File: src/foc_pkg.sv
package foc_pkg;

  // frame store geometry
  localparam int MAX_WIDTH   = 512;
  localparam int MAX_HEIGHT  = 256;
  localparam int FRAME_COUNT = 2;
  localparam int FRAME_SIZE  = MAX_WIDTH * MAX_HEIGHT;
  localparam int FRAME_AW    = $clog2(FRAME_SIZE);
  localparam int FSEL_W      = (FRAME_COUNT > 1) ? $clog2(FRAME_COUNT) : 1;
  localparam int MEM_DEPTH   = FRAME_COUNT * FRAME_SIZE;
  localparam int MEM_AW      = FSEL_W + FRAME_AW;
  localparam int X_W         = $clog2(MAX_WIDTH);
  localparam int Y_W         = $clog2(MAX_HEIGHT);

  // field widths
  localparam int OPC_W      = 2;
  localparam int COORD_W    = 12;
  localparam int RAD_W      = 11;
  localparam int PIX_W      = 8;
  localparam int ADDR_W     = 17;
  localparam int COUNT_W    = 18;
  localparam int WID_W      = 10;
  localparam int HGT_W      = 9;
  localparam int FRM_W      = 1;
  localparam int CFG_IDX_W  = 2;
  localparam int CFG_DATA_W = 10;

  // signed span arithmetic and square root widths
  localparam int SW   = 14;
  localparam int SQ_W = 2 * RAD_W;

  localparam logic [WID_W-1:0] WIDTH_RST  = WID_W'(320);
  localparam logic [HGT_W-1:0] HEIGHT_RST = HGT_W'(256);

  typedef enum logic [OPC_W-1:0] {
    OP_DRAW  = 2'd0,
    OP_READ  = 2'd1,
    OP_WRITE = 2'd2
  } op_t;

  typedef enum logic [CFG_IDX_W-1:0] {
    CFG_WIDTH  = 2'd0,
    CFG_HEIGHT = 2'd1,
    CFG_FRAME  = 2'd2
  } cfg_idx_t;

  typedef enum logic [3:0] {
    ST_CLEAR,
    ST_IDLE,
    ST_SETUP,
    ST_ROW,
    ST_SQRT,
    ST_SPAN,
    ST_PIXEL,
    ST_NEXT_ROW,
    ST_CHECK_RD,
    ST_READ_MEM,
    ST_READ_TAKE,
    ST_CHECK_WR,
    ST_WRITE_MEM,
    ST_FINISH
  } state_t;

  typedef struct packed {
    logic load;
    logic clr_step;
    logic setup;
    logic row_start;
    logic sq_step;
    logic span;
    logic pix_step;
    logic y_next;
    logic check;
    logic rd_op;
    logic rd_take;
    logic wr_op;
    logic out_load;
  } ctrl_cmd_t;

  typedef struct packed {
    logic clr_last;
    logic draw_empty;
    logic sq_last;
    logic span_empty;
    logic x_last;
    logic y_last;
    logic out_free;
  } ctrl_stat_t;

endpackage

File: src/foc_ctrl.sv
module foc_ctrl (
  input  logic                       clk,
  input  logic                       rst_n,
  input  logic                       in_valid,
  input  logic [foc_pkg::OPC_W-1:0]  in_opcode,
  output logic                       in_ready,
  input  foc_pkg::ctrl_stat_t        stat,
  output foc_pkg::ctrl_cmd_t         cmd
);
  import foc_pkg::*;

  state_t state_r, state_nxt;
  logic   accept;

  assign in_ready = (state_r == ST_IDLE);
  assign accept   = in_valid && in_ready;

  always_ff @(posedge clk) begin
    if (!rst_n) begin
      state_r <= ST_CLEAR;
    end else begin
      state_r <= state_nxt;
    end
  end

  always_comb begin
    state_nxt = state_r;
    case (state_r)
      ST_CLEAR: begin
        if (stat.clr_last) state_nxt = ST_IDLE;
      end
      ST_IDLE: begin
        if (accept) begin
          case (op_t'(in_opcode))
            OP_DRAW:  state_nxt = ST_SETUP;
            OP_READ:  state_nxt = ST_CHECK_RD;
            OP_WRITE: state_nxt = ST_CHECK_WR;
            default:  state_nxt = ST_FINISH;
          endcase
        end
      end
      ST_SETUP: begin
        state_nxt = stat.draw_empty ? ST_FINISH : ST_ROW;
      end
      ST_ROW: begin
        state_nxt = ST_SQRT;
      end
      ST_SQRT: begin
        if (stat.sq_last) state_nxt = ST_SPAN;
      end
      ST_SPAN: begin
        state_nxt = stat.span_empty ? ST_NEXT_ROW : ST_PIXEL;
      end
      ST_PIXEL: begin
        if (stat.x_last) state_nxt = ST_NEXT_ROW;
      end
      ST_NEXT_ROW: begin
        state_nxt = stat.y_last ? ST_FINISH : ST_ROW;
      end
      ST_CHECK_RD: begin
        state_nxt = ST_READ_MEM;
      end
      ST_READ_MEM: begin
        state_nxt = ST_READ_TAKE;
      end
      ST_READ_TAKE: begin
        state_nxt = ST_FINISH;
      end
      ST_CHECK_WR: begin
        state_nxt = ST_WRITE_MEM;
      end
      ST_WRITE_MEM: begin
        state_nxt = ST_FINISH;
      end
      ST_FINISH: begin
        if (stat.out_free) state_nxt = ST_IDLE;
      end
      default: begin
        state_nxt = ST_IDLE;
      end
    endcase
  end

  always_comb begin
    cmd = '0;
    cmd.load = accept;
    case (state_r)
      ST_CLEAR:     cmd.clr_step  = 1'b1;
      ST_SETUP:     cmd.setup     = 1'b1;
      ST_ROW:       cmd.row_start = 1'b1;
      ST_SQRT:      cmd.sq_step   = 1'b1;
      ST_SPAN:      cmd.span      = 1'b1;
      ST_PIXEL:     cmd.pix_step  = 1'b1;
      ST_NEXT_ROW:  cmd.y_next    = 1'b1;
      ST_CHECK_RD:  cmd.check     = 1'b1;
      ST_CHECK_WR:  cmd.check     = 1'b1;
      ST_READ_MEM:  cmd.rd_op     = 1'b1;
      ST_READ_TAKE: cmd.rd_take   = 1'b1;
      ST_WRITE_MEM: cmd.wr_op     = 1'b1;
      ST_FINISH:    cmd.out_load  = stat.out_free;
      default:      cmd.load      = accept;
    endcase
  end

endmodule

File: config.mk
export PLATFORM = sky130hd
export DESIGN_NAME = foc_ctrl
export DESIGN_NICKNAME = d
export VERILOG_FILES = /design/src/foc_pkg.sv /design/src/foc_ctrl.sv
export SDC_FILE = /design/constraint.sdc
export NUM_CORES = 1
export LEC_CHECK = 0
export BUFFER_PORTS_ARGS = -buffer_cell sky130_fd_sc_hd__buf_2
export CAP_MARGIN = 20
export CELL_PAD_IN_SITES_DETAIL_PLACEMENT = 2
export CELL_PAD_IN_SITES_GLOBAL_PLACEMENT = 2
export CORE_ASPECT_RATIO = 1.5
export CORE_MARGIN = 2
export CORE_UTILIZATION = 27
export CTS_BUF_LIST = sky130_fd_sc_hd__clkbuf_8
export DETAILED_ROUTE_END_ITERATION = 10
export PLACE_DENSITY = 0.88
export SLEW_MARGIN = 10
export SYNTH_ARGS = -nofsm -noshare
export SYNTH_HDL_FRONTEND = slang
export SYNTH_SLANG_ARGS = --single-unit
File: constraint.sdc
create_clock -name clk -period 3 [get_ports clk]
set_clock_uncertainty 0.15 [all_clocks]
set_input_delay 0.45 -clock clk [delete_from_list [all_inputs] [get_ports clk]]
set_output_delay 0.45 -clock clk [all_outputs]
set_load 0.05 [all_outputs]
## Yosys cells after proc, flatten, opt, wreduce, memory -nomap -nowiden

Index checks and enable logic that the tools add are counted.

- Register bits: 4
- Logic and storage cells: 49
- Input bits: 12

- Reductions and logical operators: 6
- Muxes and demuxes: 22
- Equality and inequality tests: 20

Operators by type and width:

| kind | count |
|---|---|
| 4-bit case mux with 13 select lines | 1 |
| 4-bit two-way mux | 7 |
| 4-bit equality test (second input constant) | 6 |
| 4-bit by 3-bit equality test with 1-bit output (second input constant) | 4 |
| 1-bit two-way mux | 13 |
| 4-bit case mux with 3 select lines | 1 |
| 4-bit by 2-bit equality test with 1-bit output (second input constant) | 2 |
| 2-bit != test (second input constant) | 4 |
| 5-bit AND reduction | 1 |
| 4-bit by 1-bit equality test with 1-bit output (second input constant) | 1 |
| 4-bit zero test | 1 |
| 2-bit OR reduction | 2 |
| 2-bit by 1-bit equality test with 1-bit output (second input constant) | 1 |
| 2-bit equality test (second input constant) | 1 |
| 2-bit zero test | 1 |
| 2-bit by 1-bit != test with 1-bit output (second input constant) | 1 |
| 1-bit logical AND | 1 |

## Longest topological paths before layout

- Depth in word-level cells: 4
- Depth in mapped cells: 6
- Depth with buffers taken out: 5

## Least setup slack after synthesis

Ideal clock, no wire load.

- Path type: flip-flop to output port
- From: reg state_r[1]
- To: out cmd[0] (netlist bit)
- Stages on the path, launching flop included: 4
- Path slack: 452 ps
- Required time: 2400 ps
- Arrival time: 1948 ps
- Path through: dfxtp_1 > buf_6 > or2b_2 > nor3_1

RTL lines:

| item | line | RTL |
|---|---|---|
| start, declared | foc_ctrl.sv:12 | `state_t state_r, state_nxt;` |
| start signal, assigned | foc_ctrl.sv:22 | `state_r <= state_nxt;` |
| end, declared | foc_ctrl.sv:8 | `output foc_pkg::ctrl_cmd_t cmd` |

==> impl_metrics.csv <==
group,metric,value,unit
sta,drv_slew,0,
clock_tree,postCtsResizedCells,0,
final_layout,largest_reg_flops,4,
clock_tree,cts.sinks,4,
routing,dr.pass1.iters,4,
status,outcome,"completed",
clock_tree,clock_tree.root_cell,"clkbuf_8",
logic_synthesis,syn_nets,89,
sta,timing.final.ws_setup,0.613,ns
floorplanning,fp.coreArea,0.00203,mm^2
floorplanning,ios,26,
sta,setup_tns,0,ns
clock_tree,clk_latency,0.22,ns
routing,drtAntennaViolNets,0,
sta,rsz0062_at_grt,"no",
routing,avgViaCountPerCell,5.46,
sta,final-hold-violation-count,0,
routing,wl_per_cell,15.5,um
hold_path,min_path_cells,2,
critical_path,critPathMaxFanout,16,
clock_tree,cts_tree,"built",
sta,finalCritPeriodShare,79.6,%
sta,period_needed,2.39,ns
final_layout,layout-drive-gt1-share,35.7,%
floorplanning,die_area,0.00251,mm^2
logic_synthesis,syn_inst,77,
hold_path,hp-class,"in -> reg",
critical_path,crit_type,"reg -> out",
routing,route.detailed.drc,0,
sta,final-setup-viol-count,0,
logic_synthesis,ys_async_sr_fraction,0,%
global_route,grt_pass1_wl,3270,um
floorplanning,rows,20,
place,dp_slack,0.802,ns
logic_synthesis,synth-edff-count,0,
logic_synthesis,synthFlopType,"dfxtp_1",
global_route,antenna_found_initial,0,
power,irDropWorstVdd,0.000232,V
floorplanning,die-height,60.4,um
critical_path,rr_worst_depth,5,
power,power,0.268,mW
clock_tree,ctsHoldBuffers,0,
clock_tree,post_cts_buffers,0,
final_layout,synthToLayoutAreaGrowth,22.5,%
final_layout,final_common_cell,"buf_2",
final_layout,final_cell_mix,"buf_2, nor2_1, nor3_1",
final_layout,n_antenna_cell,0,
critical_path,worstPathRequired,2.40,ns
floorplanning,start_util,28.2,%
logic_synthesis,seq_area_frac_synth,14.0,%
critical_path,cp-end-kind,"primary output",
clock_tree,clockBufferDepth,2,
global_route,grt_usage,16.4,%
floorplanning,fp.dieW,41.6,um
power,p_leak,0.317,nW
critical_path,arrival,1.79,ns
place,place.gp.congestion,0.766,
routing,wirelength,1860,um
sta,fmax,0.419,GHz
sta,hold_slack,0.338,ns
sta,max_slew_margin,59.0,%
power,p_per_area,383,mW/mm^2
sta,max_slew.worst_pin.slew,0.615,ns
logic_synthesis,ys_types,37,
final_layout,largest-register,"state_r",
logic_synthesis,yosys_warnings,0,
global_route,grt_max_degree,19,
flow_run,max_cap_violations,0,
logic_synthesis,syn_area_per_cell,7.43,um^2
clock_tree,cts_buffers,3,
global_route,overflow,0,
final_layout,largest_registers,"state_r (4)",
critical_path,rrSetupSlack,0.88,ns
global_route,grt_pass1_vias,698,
critical_path,cp-start-kind,"register",
clock_tree,h-tree-depth,1,
logic_synthesis,synth_area,572,um^2
logic_synthesis,ys_ff_latch,4,
routing,dr.first_iter.drc_count,7,
final_layout,nNetsFinal,112,
routing,vias,655,
hold_path,hp-start,"rst_n",
critical_path,r2r-start,"state_r[2]",
place,dpl.hpwl,1530,um
place,portBuffers,25,
clock_tree,cts.reportedPaths.clkPinSlew,0.03,ns
final_layout,fill_cells,262,
critical_path,crit_path_start,"state_r[3]",
==> per-stage QoR <==
step / instance area, um^2 / util [%] / instances
after global routing: 701 / 34.6 / 120
after floorplan: 572 / - / 77
final: 701 / 34.6 / 120
after detailed placement: 659 / 32.5 / 117
after global placement: 659 / 32.5 / 117
after CTS: 701 / 34.6 / 120
==> cell usage after synthesis (2+ instances only) <==
| cell type | count | area (um^2) |
|---|---|---|
| clkbuf_1 | 2 | 7.51 |
| nand2_1 | 5 | 18.8 |
| nor3_1 | 6 | 30.0 |
| nor2_1 | 11 | 41.3 |
| o21ai_0 | 3 | 15.0 |
| a31oi_1 | 2 | 12.5 |
| o21bai_1 | 2 | 15.0 |
| dfxtp_1 | 4 | 80.1 |
| a21oi_1 | 5 | 25.0 |
| buf_6 | 2 | 22.5 |
| nand2b_1 | 3 | 18.8 |
| buf_4 | 2 | 15.0 |
| inv_1 | 2 | 7.51 |
| nand4b_1 | 2 | 17.5 |
| clkbuf_8 | 2 | 27.5 |
| or3_1 | 2 | 12.5 |
| nor3b_1 | 2 | 15.0 |
==> routing by layer <==
layer | vias up | part of all wire (%) | track usage (%)
li1 | 319 | - | -
met1 | 320 | 42 | 18.9
met2 | 16 | 56 | 31.5
met3 | 0 | 2.7 | 1.49
met4 | 0 | 0 | 5.53
met5 | - | 0 | 0
==> cell type report <==
type,instances,area (um^2),area share (%)
Multi-Input combinational cell,63,412,58.8
Tap cell,22,27.5,3.93
Clock buffer,3,41.3,5.89
Sequential cell,4,80.1,11.4
Timing Repair Buffer,26,133,18.9
Inverter,2,7.51,1.07
==> path summary, 6_finish.rpt <==
check                                   to
worst max-delay path                cmd[0]
worst min-delay path            state_r[3]
worst max register to register  state_r[2]
worst min register to register  state_r[0]
==> kinds of logic (layout without fill, tap and decap cells) <==
kind of cell,count (synthesis),count (layout),share of synthesized area (%)
buffers and inverters,10,31,14.0
AND/OR/NAND/NOR,38,38,36.8
AO/OA/AOI/OAI,24,24,33.7
flip-flops,4,4,14.0
XOR/XNOR,1,1,1.53
==> critical path, stage by stage (launching register included) <==
cell and delay (ns):
dfxtp_1 0.66, or2b_2 0.40, nor3_1 0.21, buf_2 0.30
==> report_power, final <==
part	internal (mW)	switching, mW	total (mW)
clock	0.0854	0.0264	0.112
sequential	0.0564	0.00902	0.0655
combinational	0.0324	0.0586	0.0910
Power figures use the tool's default switching activity.
